File: config.mk
export PLATFORM = sky130hd
export DESIGN_NAME = imm_ram
export DESIGN_NICKNAME = d
export VERILOG_FILES = /design/src/design/imm_ram.sv
export SDC_FILE = /design/constraint.sdc
export NUM_CORES = 1
export LEC_CHECK = 0
export BUFFER_PORTS_ARGS = -buffer_cell sky130_fd_sc_hd__buf_2
export CAP_MARGIN = 15
export CORE_MARGIN = 3
export CORE_UTILIZATION = 58
export CTS_CLUSTER_SIZE = 30
export DETAILED_ROUTE_END_ITERATION = 12
export PLACE_DENSITY = 0.76
export SETUP_SLACK_MARGIN = 0.05
export SKIP_LAST_GASP = 1
export SYNTH_ARGS = -nofsm -noshare
export SYNTH_HDL_FRONTEND = slang
export SYNTH_SLANG_ARGS = --single-unit
export TNS_END_PERCENT = 100
File: constraint.sdc
create_clock -name clk -period 2.93 [get_ports clk]
set_input_delay 0.293 -clock clk [delete_from_list [all_inputs] [get_ports clk]]
set_output_delay 0.293 -clock clk [all_outputs]
set_load 0.03 [all_outputs]
File: src/design/imm_ram.sv
// Generic single-write, single-read RAM with registered read data.
`timescale 1ns / 1ps
`default_nettype none
module imm_ram #(
	parameter int WIDTH = 16,
	parameter int DEPTH = 64,
	localparam int AW = $clog2(DEPTH)
) (
	input  logic             clk,
	input  logic             we,
	input  logic [AW-1:0]    waddr,
	input  logic [WIDTH-1:0] wdata,
	input  logic             re,
	input  logic [AW-1:0]    raddr,
	output logic [WIDTH-1:0] rdata
);

	logic [WIDTH-1:0] mem_q [DEPTH];
	logic [WIDTH-1:0] rdata_q;

	always_ff @(posedge clk) begin
		if (we) begin
			mem_q[waddr] <= wdata;
		end
		if (re) begin
			rdata_q <= mem_q[raddr];
		end
	end

	assign rdata = rdata_q;

endmodule
`default_nettype wire

==> results.yml <==
grt:
  grt_start_max_net_pins: 65
  met3_usage_pct: 6.33
  first_global_vias: 20100
  gr-usage-all-layers_pct: 26.6
  global_route.usage.met1_pct: 37.3
  grt_first_pass_wirelength_um: 140000
  globalRoute.busiestLayer: "met2"
  antenna_violations_before_repair: 4
  grt_remaining_overflow: 0
  grtUsageMet2_pct: 41.7
drt:
  routed_wire_length_per_instance_um: 31.0
  detail_route.wirelength_um: 94900
  drtAntennaViolNets: 0
  detail_route.first_pass.iterations: 6
  drt_iter0_drc: 2624
  post_drt_via_cell_ratio: 6.54
  routed-via-count: 20000
  drcViolationCount: 0
clocking:
  post_cts.resized_instances: 0
  cts.root.buffer_cell: "sky130_fd_sc_hd__clkbuf_16"
  cts_buffer_depth: 3
  clk_pin_slew_ns: 0.06
  post_cts_buffers: 0
  clkSinkCount: 1040
  tritoncts: "yes"
  cts_hold_buf: 1
  h_tree_depth_reported_by_cts: 3
  clkLatencyLatePin_ns: 0.66
  tritoncts.num_buffers: 100
worst_setup_path:
  critical-path-max-stage-delay_ns: 0.47
  critPathSlowestCell: "sky130_fd_sc_hd__o21ai_0"
  end_kind: "flip-flop"
  path_cells: "buf_8 > buf_12 > buf_12 > mux2i_1 > nand2_1 > a41oi_1 > o21ai_0 > and4_1"
  timing_worst_setup_path_type: "input pin to flip-flop"
  timing.critical_path.required_ns: 3.34
  crit_top_cell: "sky130_fd_sc_hd__buf_12"
  crit_path_start_kind: "input pin"
  timing.critical_path.arrival_ns: 2.70
  crit_path_max_fanout: 28
final_layout:
  final_common_cell: "sky130_fd_sc_hd__edfxtp_1"
  finish.instance_area_sq_um: 45600
  antenna_cells_inserted: 0
  final_nets: 2090
  most-common-layout-cells: "1040 x sky130_fd_sc_hd__edfxtp_1, 220 x sky130_fd_sc_hd__mux4_2, 169 x sky130_fd_sc_hd__buf_4, 101 x sky130_fd_sc_hd__clkbuf_16, 85 x sky130_fd_sc_hd__mux2i_1"
  syn2layout_area_growth_pct: 13.5
  layout-drive-gt1-share_pct: 29.4
  final_util_pct: 67.2
power_and_ir_drop:
  vdd_ir_drop_max_v: 0.000518
  power.leakage_nw: 14.7
  power-per-cell-area_nw_per_um2: 671
timing:
  period_share_pct: 78.4
  number_of_failing_setup_endpoints_in_the_final_timing_report: 0
  fmax_mhz: 436
  worstMarginPinSlew_ns: 0.965
  fin_worst_hold_slack_ns: 0.0805
  summed_negative_setup_slack_over_all_endpoints_ns: 0
  finalCriticalPeriod_ns: 2.30
  total_count_of_max_transition_violations_in_the_final_report: 0
  unrepaired_setup_endpoints_after_global_routing: "false"
  final-hold-violation-count: 0
  fin_worst_skew_ns: 0.0271
  slew_headroom_pct: 35.0
floorplanning:
  die_w_um: 269
  dieArea_sq_um: 72500
  placement_rows: 95
  io_pins: 47
  initial_utilization_pct: 59.2
  fp.dieH_um: 269
  core_region_area_sq_um: 67900
synthesis:
  synth_edf_count: 1040
  ys_types: 42
  seq_area_frac_synth_pct: 77.7
  syn-instance-count: 1829
  yosys_warnings: 0
  net_count_synth: 1860
  syn-cell-area_sq_um: 40200
  ys_async_sr_fraction_pct: 0
  synth_area_per_cell_sq_um: 22.0
  ys.flop_type: "sky130_fd_sc_hd__edfxtp_1"
  yosys_register_bits: 1040
placement:
  detailed_place.area_sq_um: 42400
  dp_hpwl_um: 58700
  io_buffer_count: 46
  gp_congestion: 0.910
run_status:
  result_of_the_run: "finished clean"
run:
  drv.max_cap_violation_count: 0
hold_path:
  worstHoldPathType: "input pin to flip-flop"
## flip-flops by register name, indices dropped and copies added (netlist names)
name   count
mem_q   1024
rdata     16
## final cells by class
class	count	area [sq um]
clock buffer	120	2600
timing repair buffer	232	1840
multi-input combinational	685	8250
tap	921	1150
fill	4113	22200
sequential	1040	31200
clock inverter	60	557
## critical path, delay by kind of cell
family	cells	cell delay [ns]
and+or+nand+nor	2	0.44
muxes	1	0.24
AOI/OAI and AO/OA	2	0.88
buffers and inverters	3	0.79
## logic make-up (layout without fill, tap and decap cells)
kind of cell	Yosys count	in the layout	synth area share, %
flip-flops	1040	1040	77.7
multiplexers	336	336	15.5
AND/OR/NAND/NOR	220	220	2.64
AO/OA/AOI/OAI	129	129	2.40
buffers and inverters	104	412	1.82
## stage by stage
stage / setup WS [ns] / instances / power [mW]
floorplan: 0.602 / 1829 / 17.7
finish: 0.634 / 3058 / 30.6
global route: 0.517 / 3058 / 31.4
CTS: 0.673 / 3056 / 30.7
global placement: 0.0100 / 2874 / 18.4
detailed placement: 0.0117 / 2875 / 18.5
## final timing paths
| path | start | to | slack (ns) | cells after the start |
|---|---|---|---|---|
| max reg2reg | mem_q[6][15] | rdata[15] | 0.78 | 5 |
| min reg2reg | mem_q[24][5] | rdata[5] | 0.97 | 4 |
| max | raddr[0] | rdata[12] | 0.63 | 8 |
| min | wdata[6] | mem_q[52][6] | 0.08 | 1 |
## where the power goes
part	switching (mW)	internal, mW
sequential	0.0547	16.5
combinational	1.03	0.608
clock	5.32	7.11
total	6.41	24.2
## routing by layer
layer  wire (um)  up-vias
met5          45        -
met4        3740        8
met3       10700      217
met2       45600     1186
met1       34800    10400
li1            -     8146
## synthesized netlist by cell type (5+ instances only)
cell type,number,share of area [%]
sky130_fd_sc_hd__buf_12,5,0.25
sky130_fd_sc_hd__nand4_1,12,0.19
sky130_fd_sc_hd__a21oi_1,17,0.21
sky130_fd_sc_hd__a41oi_1,5,0.11
sky130_fd_sc_hd__edfxtp_1,1040,78
sky130_fd_sc_hd__a31oi_1,8,0.12
sky130_fd_sc_hd__nand3_1,24,0.30
sky130_fd_sc_hd__clkbuf_1,24,0.22
sky130_fd_sc_hd__a22o_1,6,0.13
sky130_fd_sc_hd__a221o_1,6,0.15
sky130_fd_sc_hd__buf_6,17,0.48
sky130_fd_sc_hd__a211oi_1,8,0.15
sky130_fd_sc_hd__mux2_2,27,0.76
sky130_fd_sc_hd__nand2_1,59,0.55
sky130_fd_sc_hd__and4_1,5,0.11
sky130_fd_sc_hd__o21ai_0,5,0.062
sky130_fd_sc_hd__a22oi_1,39,0.73
sky130_fd_sc_hd__nor2b_1,30,0.47
sky130_fd_sc_hd__buf_2,36,0.45
sky130_fd_sc_hd__a221oi_1,16,0.35
sky130_fd_sc_hd__a311oi_1,8,0.17
sky130_fd_sc_hd__mux2i_1,85,2.1
sky130_fd_sc_hd__buf_4,13,0.24
sky130_fd_sc_hd__mux4_2,220,12
sky130_fd_sc_hd__a211o_1,8,0.17
sky130_fd_sc_hd__nor2_1,72,0.67
Note: power is estimated with default switching activity, not from simulation.
