**config.mk**
```make
export PLATFORM = sky130hd
export DESIGN_NAME = imm_cell
export DESIGN_NICKNAME = d
export VERILOG_FILES = /design/src/design/imm_pkg.sv /design/src/design/imm_cell.sv
export SDC_FILE = /design/constraint.sdc
export NUM_CORES = 1
export LEC_CHECK = 0
export BUFFER_PORTS_ARGS = -buffer_cell sky130_fd_sc_hd__buf_4
export CAP_MARGIN = 20
export CORE_UTILIZATION = 45
export CTS_CLUSTER_SIZE = 16
export DETAILED_ROUTE_END_ITERATION = 8
export MAX_ROUTING_LAYER = met4
export PLACE_DENSITY_LB_ADDON = 0.05
export SYNTH_ARGS = -nofsm -noshare
export SYNTH_HDL_FRONTEND = slang
export SYNTH_SLANG_ARGS = --single-unit
```
**constraint.sdc**
```tcl
create_clock -name clk -period 13.4 [get_ports clk]
set_input_delay 2.01 -clock clk [delete_from_list [all_inputs] [get_ports clk]]
set_output_delay 2.01 -clock clk [all_outputs]
set_load 0.01 [all_outputs]
```
**src/design/imm_pkg.sv**
```systemverilog
// Shared types and constants for the integer matrix multiply core.
`timescale 1ns / 1ps
`default_nettype none
package imm_pkg;

	localparam int OP_W       = 2;
	localparam int IDX_W      = 3;
	localparam int DIM_REG_W  = 4;
	localparam int CFG_IDX_W  = 2;
	localparam int PRODUCT_W  = 35;
	localparam int OUT_TDATA_W = ((2 * IDX_W + PRODUCT_W + 7) / 8) * 8;

	localparam logic [DIM_REG_W-1:0] DIM_RESET = 4'd8;

	localparam logic [CFG_IDX_W-1:0] CFG_ROWS_A     = 2'd0;
	localparam logic [CFG_IDX_W-1:0] CFG_INNER_SIZE = 2'd1;
	localparam logic [CFG_IDX_W-1:0] CFG_COLS_B     = 2'd2;

	typedef enum logic [OP_W-1:0] {
		OP_WRITE_A = 2'd0,
		OP_WRITE_B = 2'd1,
		OP_COMPUTE = 2'd2
	} op_t;

	typedef enum logic [1:0] {
		S_IDLE,
		S_ISSUE,
		S_DRAIN,
		S_EMIT
	} state_t;

	// Control tag that walks down the cell chain beside each A element
	typedef struct packed {
		logic valid;
		logic first;
		logic last;
	} tag_t;

endpackage
`default_nettype wire

```
**src/design/imm_cell.sv**
```systemverilog
// One multiply-accumulate cell: holds a column of B, passes A elements on.
`timescale 1ns / 1ps
`default_nettype none
module imm_cell #(
	parameter int IDX           = 0,
	parameter int MAX_DIM       = 8,
	parameter int ELEMENT_WIDTH = 16,
	localparam int DIM_W = $clog2(MAX_DIM)
) (
	input  logic                                 clk,
	input  logic                                 arst_n,
	input  logic                                 bw_en,
	input  logic [DIM_W-1:0]                     bw_row,
	input  logic [DIM_W-1:0]                     bw_col,
	input  logic signed [ELEMENT_WIDTH-1:0]      bw_data,
	input  logic signed [ELEMENT_WIDTH-1:0]      a_in,
	input  logic [DIM_W-1:0]                     k_in,
	input  imm_pkg::tag_t                        tag_in,
	output logic signed [ELEMENT_WIDTH-1:0]      a_out,
	output logic [DIM_W-1:0]                     k_out,
	output imm_pkg::tag_t                        tag_out,
	output logic signed [imm_pkg::PRODUCT_W-1:0] acc,
	output logic                                 done
);
	import imm_pkg::*;

	logic signed [ELEMENT_WIDTH-1:0]   b_col_q [MAX_DIM];
	logic signed [ELEMENT_WIDTH-1:0]   a_q;
	logic [DIM_W-1:0]                  k_q;
	tag_t                              tag_q;
	logic signed [2*ELEMENT_WIDTH-1:0] prod_full;
	logic signed [PRODUCT_W-1:0]       prod_s1;
	logic signed [PRODUCT_W-1:0]       acc_q;
	logic                              done_q;

	assign prod_full = a_in * b_col_q[k_in];

	always_ff @(posedge clk) begin
		if (bw_en && bw_col == DIM_W'(IDX)) begin
			b_col_q[bw_row] <= bw_data;
		end
		a_q     <= a_in;
		k_q     <= k_in;
		// sums wrap at the product width, same low bits as a wider sum
		prod_s1 <= PRODUCT_W'(prod_full);
		if (tag_q.valid) begin
			acc_q <= tag_q.first ? prod_s1 : acc_q + prod_s1;
		end
	end

	always_ff @(posedge clk or negedge arst_n) begin
		if (!arst_n) begin
			tag_q  <= '0;
			done_q <= 1'b0;
		end else begin
			tag_q  <= tag_in;
			done_q <= tag_q.valid && tag_q.last;
		end
	end

	assign a_out   = a_q;
	assign k_out   = k_q;
	assign tag_out = tag_q;
	assign acc     = acc_q;
	assign done    = done_q;

endmodule
`default_nettype wire

```
==> impl_metrics.env, run 1 <==
export IMPL_status="completed"
export IMPL_slew_violations=0
export IMPL_antenna_found_initial=0
export IMPL_cp_data_arrival_time_ps=8910
export IMPL_max_clock_freq_mhz=118
export IMPL_n_antenna_cell=0
export IMPL_yosysWarnings=0
export IMPL_final_common_cell="inv_1"
export IMPL_port_buffers=104
export IMPL_synthDistinctLibCells=64
export IMPL_die_w_um=208
export IMPL_core_area_sq_mm=0.0413
export IMPL_synth_edf_count=163
export IMPL_clkSinkCount=218
export IMPL_ys_async_sr_fraction_pct=1.83
export IMPL_vias_per_cell=5.05
export IMPL_ys_ff_latch=218
export IMPL_io_pins=105
export IMPL_synth_ff_type="edfxtp_1"
export IMPL_drive_gt1_share_pct=12.9
export IMPL_drc=0
export IMPL_cts_made_buffers=26
export IMPL_cts_tree="done"
export IMPL_wl_per_cell_um=17.5
export IMPL_syn_area_sq_mm=0.0190
export IMPL_post_cts_setup_buffer_count=0
export IMPL_start_util_pct=46.0
export IMPL_grt_setup_unrepaired="false"
export IMPL_syn_area_per_cell_sq_um=11.2
export IMPL_clock_path_buffers=3
export IMPL_fin_crit_sh_pct=63.3
export IMPL_vias=11800
export IMPL_grt_max_degree=69
export IMPL_tns_ps=0
export IMPL_overflow=0
export IMPL_clk_pin_slew_ps=50
export IMPL_path_max_fanout=33
export IMPL_drt_pass1_iterations=5
export IMPL_holdPathStages=1
export IMPL_area_growth_pct=12.0
export IMPL_hold_end="done"
export IMPL_fin_crit_ps=8480
export IMPL_seq_area_frac_synth_pct=31.6
export IMPL_h_tree_depth=1
export IMPL_critPathRequiredTime_ps=13830
export IMPL_die_area_sq_mm=0.0431
export IMPL_relSlewSlack_pct=32.9
export IMPL_multi_input_area_sq_mm=0.0116
export IMPL_die_h_um=208
export IMPL_setup_violations=0
export IMPL_gp_congestion=0.836
export IMPL_final_cell_mix="inv_1, fa_1, edfxtp_1"
export IMPL_instances_no_fill=2342
export IMPL_grt_pass1_vias=12900
export IMPL_antenna_left=0
export IMPL_drt_total_wl_mm=40.9
export IMPL_cts_root_buf="clkbuf_16"
export IMPL_hold_buffers=0
export IMPL_r2r_end="prod_s1[30]"
export IMPL_fin_nets=2216
export IMPL_dpl_hpwl_mm=31.1
export IMPL_drt_iter0_drc=522
export IMPL_path_class="input port to flip-flop"
export IMPL_dp_cells=2294
export IMPL_hold_class="flip-flop to flip-flop"
export IMPL_regArea_sq_mm=0.00602
export IMPL_nFillCells=3720
export IMPL_synth_nets=2121
export IMPL_grt_pass1_wl_mm=68.4
export IMPL_skew_ps=15.3
export IMPL_track_usage_pct=20.5
export IMPL_max_cap_violations=0
export IMPL_cts_resized=0
export IMPL_reg2reg_setup_slack_ps=6670
export IMPL_rows=74
export IMPL_insertion_delay_ps=550
export IMPL_synthCells=1695
export IMPL_cp_end_kind="flip-flop"
export IMPL_worstRegToRegCells=22
export IMPL_r2r_start="b_col_q[3][1]"
export IMPL_startpoint_type="input port"
export IMPL_tightest_slew_ps=1000
export IMPL_hold_viol=0
export IMPL_hp_start="tag_out[0]"
[per-stage QoR]
stage,hold slack (ps),cell area (sq um),utilization (%),setup WS (ps)
6_report,480,21300,51.6,4920
5_1_grt,507,21300,51.6,4460
4_1_cts,487,21300,51.6,4880
3_5_place_dp,469,20400,49.4,4320
3_3_place_gp,468,20400,49.4,4390
2_1_floorplan,509,19000,-,4600
[layer usage]
metal  GRT usage, %  wire length, um  vias to the layer above
met5              -                0                        -
li1               -                -                     5630
met3           2.65             1650                       42
met2           32.8            18800                      213
met1           28.3            19800                     5947
met4           3.83              622                        0
[cell usage after synthesis (all sizes together), types with 23 or more instances]
cell type / number / area [sq um]
edfxtp: 163 / 4890
fa: 263 / 5270
dfxtp: 51 / 1020
ha: 116 / 1450
nor2: 45 / 169
mux4: 32 / 721
nand2b: 33 / 206
a21oi: 58 / 309
nor2b: 80 / 500
inv: 325 / 1220
o21ai: 50 / 250
xor2: 23 / 201
xnor2: 41 / 359
and2: 48 / 300
clkbuf: 43 / 161
nand2: 156 / 588
[worst max-delay path: stages]
cell      delay (ps)
buf_4            490
mux4_2           580
mux2_2           420
nand2_1          190
inv_1             80
fa_1             530
inv_1             60
fa_1             450
fa_1             540
inv_1             50
fa_1             490
fa_1             490
inv_1             50
fa_1             470
inv_1             40
ha_1             370
nand3_1          210
or2_2            360
o31ai_4          270
nor4b_4          110
o311ai_1         350
a21oi_1          140
xnor2_1          130
[worst max-delay path by stage]
stage | from | end | slack, ps
3_3_place_gp | k_in[0] | prod_s1[21] | 4390
5_1_grt | k_in[0] | prod_s1[30] | 4460
3_5_place_dp | k_in[0] | prod_s1[30] | 4320
2_1_floorplan | k_in[0] | prod_s1[30] | 4600
6_report | k_in[0] | prod_s1[30] | 4920
4_1_cts | k_in[0] | prod_s1[29] | 4880
[sequential cells by signal (all words and copies together) (netlist names)]
name	flops
a_out	16
acc	35
b_col_q	128
done	1
k_out	3
prod_s1	32
tag_out	3
[cell families (layout without fill, tap and decap cells)]
family          Yosys count  count (layout)  synth area share, %
simple gates            417             417                 11.1
fa+ha+maj               379             379                 35.3
compound gates          189             189                 6.66
flops                   218             218                 31.6
mux                      51              51                 4.86
xor+xnor                 64              64                 2.95
buf+inv                 377             492                 7.49
[area by class of cell]
type / instances / area share [%]
clock buffers: 36 / 3.62
repair buffers: 119 / 4.20
inverters: 325 / 5.73
clock inverters: 12 / 0.605
multi-input cells: 1100 / 54.5
flip-flops and latches: 218 / 28.3
well taps: 532 / 3.13
Power of run 1 is left out: the tool's default activity adds up to more than one toggle a clock period on the data nets, which glitch-free logic cannot reach.
==> run 2: changes to the inputs <==
==> constraint.sdc (replaced) <==
create_clock -name clk -period 8.86 [get_ports clk]
set_input_delay 1.329 -clock clk [delete_from_list [all_inputs] [get_ports clk]]
set_output_delay 1.329 -clock clk [all_outputs]
set_load 0.01 [all_outputs]
==> run 2 against run 1 <==
Setup slack worse by 3800 ps. Wire length is 1.8% higher. Critical path depth unchanged. Global-route usage rose by 0.23 points. Non-clock buffer count grew 2. Critical endpoint unchanged. Highest routed layer unchanged.
==> impl_metrics.env, run 2 (same netlist as run 1, synthesis figures left out) <==
export IMPL_status="completed"
export IMPL_cp_cell_sequence="buf_4 -> mux4_2 -> mux2_2 -> nand2_1 -> inv_1 -> fa_1 -> inv_1 -> fa_1 -> inv_1 -> fa_1 -> inv_1 -> fa_1 -> fa_1 -> fa_1 -> inv_1 -> ha_1 -> nand3_1 -> or2_2 -> o31ai_4 -> nor4b_4 -> o311ai_1 -> a21oi_1 -> xnor2_1"
export IMPL_rows=74
export IMPL_clk_pin_slew_ps=60
export IMPL_max_cap_violations=0
export IMPL_n_antenna_cell=0
export IMPL_port_buffers=104
export IMPL_drive_gt1_share_pct=12.7
export IMPL_startpoint_type="input port"
export IMPL_grt_setup_unrepaired="false"
export IMPL_antenna_found_initial=0
export IMPL_die_h_um=208
export IMPL_grt_max_degree=69
export IMPL_crit_slowest_cell="mux4_2"
export IMPL_skew_ps=18.5
export IMPL_path_common_cell="fa_1"
export IMPL_hold_buffers=0
export IMPL_final_common_cell="inv_1"
export IMPL_dp_cells=2296
export IMPL_max_clock_freq_mhz=130
export IMPL_antenna_left=0
export IMPL_fin_crit_sh_pct=86.9
export IMPL_start_util_pct=46.0
export IMPL_setup_violations=0
export IMPL_grt_pass1_wl_mm=68.3
export IMPL_cts_root_buf="clkbuf_16"
export IMPL_fin_crit_ps=7700
export IMPL_cp_end_kind="flip-flop"
export IMPL_gp_congestion=0.778
export IMPL_vias=11800
export IMPL_tns_ps=0
export IMPL_wl_per_cell_um=17.8
export IMPL_cp_data_arrival_time_ps=8140
export IMPL_cts_resized=0
export IMPL_drt_pass1_iterations=5
export IMPL_track_usage_pct=20.8
export IMPL_insertion_delay_ps=560
export IMPL_area_growth_pct=11.9
export IMPL_largest_register="b_col_q"
export IMPL_hold_class="flip-flop to flip-flop"
export IMPL_drt_total_wl_mm=41.6
export IMPL_tightest_slew_ps=1050
export IMPL_path_max_fanout=21
export IMPL_critPathRequiredTime_ps=9300
export IMPL_post_cts_setup_buffer_count=0
export IMPL_final_cell_mix="inv_1, fa_1, edfxtp_1"
export IMPL_grt_pass1_vias=12800
export IMPL_hold_viol=0
export IMPL_dpl_hpwl_mm=31.1
export IMPL_largest_reg_flops=128
export IMPL_clkSinkCount=218
export IMPL_instances_no_fill=2341
export IMPL_drt_iter0_drc=501
export IMPL_cts_made_buffers=25
export IMPL_vias_per_cell=5.06
export IMPL_h_tree_depth=1
export IMPL_multi_input_area_sq_mm=0.0116
export IMPL_nFillCells=3640
export IMPL_die_area_sq_mm=0.0431
export IMPL_slew_violations=0
export IMPL_overflow=0
export IMPL_core_area_sq_mm=0.0413
export IMPL_clock_path_buffers=3
export IMPL_drc=0
export IMPL_max_stage_delay_ps=550
export IMPL_fin_nets=2217
export IMPL_io_pins=105
export IMPL_cts_tree="done"
export IMPL_die_w_um=208
export IMPL_path_class="input port to flip-flop"
export IMPL_relSlewSlack_pct=30.1
export IMPL_regArea_sq_mm=0.00602
-- run 2: changes by cell type in the layout (fill, tap and decap cells not counted), sizes merged --
cell,before,now
buf,119,121
bufinv,1,3
clkbuf,36,32
clkinv,7,6
clkinvlp,1,0
inv,328,329
-- run 2: critical path: cells and delay by family --
family | cells | cell delay, ps
compound gates | 3 | 760
xor+xnor | 1 | 140
fa+ha+maj | 7 | 3370
buf+inv | 6 | 650
mux | 2 | 980
simple gates | 4 | 870
-- run 2: cell type report --
cell class                      count  share of cell area [%]
Multi-Input combinational cell   1100                    54.5
Sequential cell                   218                    28.3
Inverter                          325                    5.73
Timing Repair Buffer              121                    4.33
Clock buffer                       32                    3.26
Tap cell                          532                    3.13
Clock inverter                     13                   0.764
-- run 2: worst paths after layout --
path | from | to | slack, ps | cells after the start
setup / recovery | k_in[0] | prod_s1[30] | 1160 | 23
hold / removal | tag_out[0] | done | 490 | 1
setup reg to reg | b_col_q[7][1] | prod_s1[30] | 2060 | 22
hold reg to reg | tag_out[0] | done | 490 | 1
max in group asynchronous | arst_n | tag_out[1] | 8190 | 1
min in group asynchronous | arst_n | tag_out[2] | 560 | 1
-- run 2: metal layers --
| layer | GRT usage [%] | routed length [um] |
|---|---|---|
| met1 | 27.8 | 19700 |
| met2 | 34.2 | 19700 |
| met3 | 2.71 | 1500 |
| met4 | 3.86 | 643 |
| met5 | - | 0 |
-- run 2: through the flow --
| stage | hold WS (ps) | setup WS [ps] | util [%] | area, sq um |
|---|---|---|---|---|
| final | 491 | 1160 | 51.5 | 21300 |
| after global routing | 530 | 750 | 51.5 | 21300 |
| after CTS | 500 | 1110 | 51.5 | 21300 |
| after detailed placement | 482 | 537 | 49.5 | 20400 |
| after global placement | 471 | 638 | 49.5 | 20400 |
| after floorplan | 509 | 740 | - | 19000 |
Power of run 2 is left out for the same reason.
==> run 3: changes to the inputs <==
--- a/config.mk
+++ b/config.mk
@@ -11,7 +11,7 @@
 export CTS_CLUSTER_SIZE = 16
 export DETAILED_ROUTE_END_ITERATION = 8
 export MAX_ROUTING_LAYER = met4
-export PLACE_DENSITY_LB_ADDON = 0.05
+export PLACE_DENSITY = 0.68
 export SYNTH_ARGS = -nofsm -noshare
 export SYNTH_HDL_FRONTEND = slang
 export SYNTH_SLANG_ARGS = --single-unit
==> constraint.sdc (replaced) <==
create_clock -name clk -period 9.9 [get_ports clk]
set_input_delay 1.485 -clock clk [delete_from_list [all_inputs] [get_ports clk]]
set_output_delay 1.485 -clock clk [all_outputs]
set_load 0.01 [all_outputs]
==> run 3 against run 2 <==
First-iteration DRC count increased by 6.8%. Via count increased by 1.4%. Wire length decreased by 3.3%. Core utilization decreased by 0.30 points. Critical path depth increased by 3. Largest cell class unchanged. Final area decreased by 0.58%. Clock skew decreased by 5.8 ps. Clock-buffer cell count increased by 6. Highest routed layer unchanged. Setup slack improved by 630 ps. Die area unchanged. Global-route usage decreased by 0.81 points. Sequential share of layout area increased by 0.17 points. Critical path type unchanged.
==> impl_metrics.env, run 3 (same netlist as run 1, synthesis figures left out) <==
export IMPL_cts_tree="done"
export IMPL_worstRegToRegCells=23
export IMPL_tns_ps=0
export IMPL_drt_pass1_iterations=5
export IMPL_port_buffers=104
export IMPL_hold_class="flip-flop to flip-flop"
export IMPL_grt_pass1_wl_mm=66.7
export IMPL_start_util_pct=46.0
export IMPL_cp_data_arrival_time_ps=8580
export IMPL_grt_max_degree=69
export IMPL_rows=74
export IMPL_antenna_found_initial=0
export IMPL_drt_iter0_drc=535
export IMPL_wl_per_cell_um=17.2
export IMPL_relSlewSlack_pct=29.8
export IMPL_status="completed"
export IMPL_r2r_end="prod_s1[30]"
export IMPL_hold_buffers=0
export IMPL_io_pins=105
export IMPL_gp_congestion=0.860
export IMPL_critPathRequiredTime_ps=10360
export IMPL_clkSinkCount=218
export IMPL_cts_resized=0
export IMPL_grt_setup_unrepaired="false"
export IMPL_die_area_sq_mm=0.0431
export IMPL_holdPathStages=1
export IMPL_r2r_start="b_col_q[7][5]"
export IMPL_largest_register="b_col_q"
export IMPL_cts_made_buffers=24
export IMPL_slew_violations=0
export IMPL_holdWs_ps=501
export IMPL_h_tree_depth=1
export IMPL_startpoint_type="input port"
export IMPL_overflow=0
export IMPL_hold_viol=0
export IMPL_drc=0
export IMPL_path_max_fanout=24
export IMPL_post_cts_setup_buffer_count=0
export IMPL_fin_crit_ps=8110
export IMPL_largest_reg_flops=128
export IMPL_dpl_hpwl_mm=30.1
export IMPL_hold_end="done"
export IMPL_fin_nets=2209
export IMPL_path_class="input port to flip-flop"
export IMPL_insertion_delay_ps=540
export IMPL_clk_pin_slew_ps=60
export IMPL_max_clock_freq_mhz=123
export IMPL_tightest_slew_ps=1050
export IMPL_n_antenna_cell=0
export IMPL_skew_ps=12.7
export IMPL_cp_end_kind="flip-flop"
export IMPL_grt_pass1_vias=13100
export IMPL_vias=12000
export IMPL_setup_violations=0
export IMPL_area_growth_pct=11.2
export IMPL_antenna_left=0
export IMPL_final_cell_mix="inv_1, fa_1, edfxtp_1"
export IMPL_hp_start="tag_out[0]"
export IMPL_reg2reg_setup_slack_ps=2980
export IMPL_final_common_cell="inv_1"
export IMPL_max_cap_violations=0
export IMPL_drive_gt1_share_pct=12.4
export IMPL_vias_per_cell=5.15
export IMPL_cts_root_buf="clkbuf_16"
export IMPL_die_w_um=208
export IMPL_clock_path_buffers=3
export IMPL_core_area_sq_mm=0.0413
export IMPL_track_usage_pct=20.0
export IMPL_drt_total_wl_mm=40.2
export IMPL_fin_crit_sh_pct=82.0
export IMPL_die_h_um=208
## run 3: per-stage QoR
stage               worst slack (ps)  instances  util (%)  area, sq um
floorplan                       1620       1695         -        19000
global placement                1350       2289      49.3        20400
detailed placement              1230       2289      49.3        20400
CTS                             1790       2333      51.2        21200
global route                    1330       2333      51.2        21200
finish                          1790       2333      51.2        21200
## run 3: worst max path at each step
stage / from / slack, ps / to / cells after the start
finish: k_in[0] / 1790 / prod_s1[30] / 26
global route: k_in[0] / 1330 / prod_s1[30] / 26
CTS: k_in[0] / 1790 / prod_s1[30] / 26
detailed placement: k_in[0] / 1230 / prod_s1[30] / 26
global placement: k_in[0] / 1350 / prod_s1[30] / 24
floorplan: k_in[0] / 1620 / prod_s1[30] / 26
## run 3: worst max-delay path: stages
cell	delay (ps)
buf_4	380
buf_4	320
mux4_2	520
mux2_2	420
nand2_1	200
inv_1	80
fa_1	540
inv_1	60
fa_1	440
fa_1	560
inv_1	60
fa_1	490
fa_1	500
inv_1	50
fa_1	470
inv_1	40
ha_1	350
a21o_1	190
a21oi_1	200
nor2b_1	70
o211ai_1	170
nand2_1	140
nor4b_4	340
o311ai_1	160
a21oi_1	200
xnor2_1	130
## run 3: layout make-up
| type | instances | area, sq um |
|---|---|---|
| fill | 3563 | 20100 |
| inverter | 325 | 1220 |
| tap | 532 | 666 |
| clock buffer | 38 | 694 |
| clock inverter | 6 | 87.6 |
| sequential | 218 | 6020 |
| multi-input combinational | 1100 | 11600 |
| timing repair buffer | 114 | 856 |
## run 3: per-layer routing
| layer | vias up | track usage, % | part of all wire, % | routed length, um |
|---|---|---|---|---|
| li1 | 5620 | - | - | - |
| met1 | 6019 | 25.6 | 45 | 18000 |
| met2 | 308 | 33.6 | 48 | 19400 |
| met3 | 58 | 3.13 | 5.1 | 2060 |
| met4 | 0 | 4.09 | 1.9 | 753 |
| met5 | - | - | 0 | 0 |
Power of run 3 is left out for the same reason.
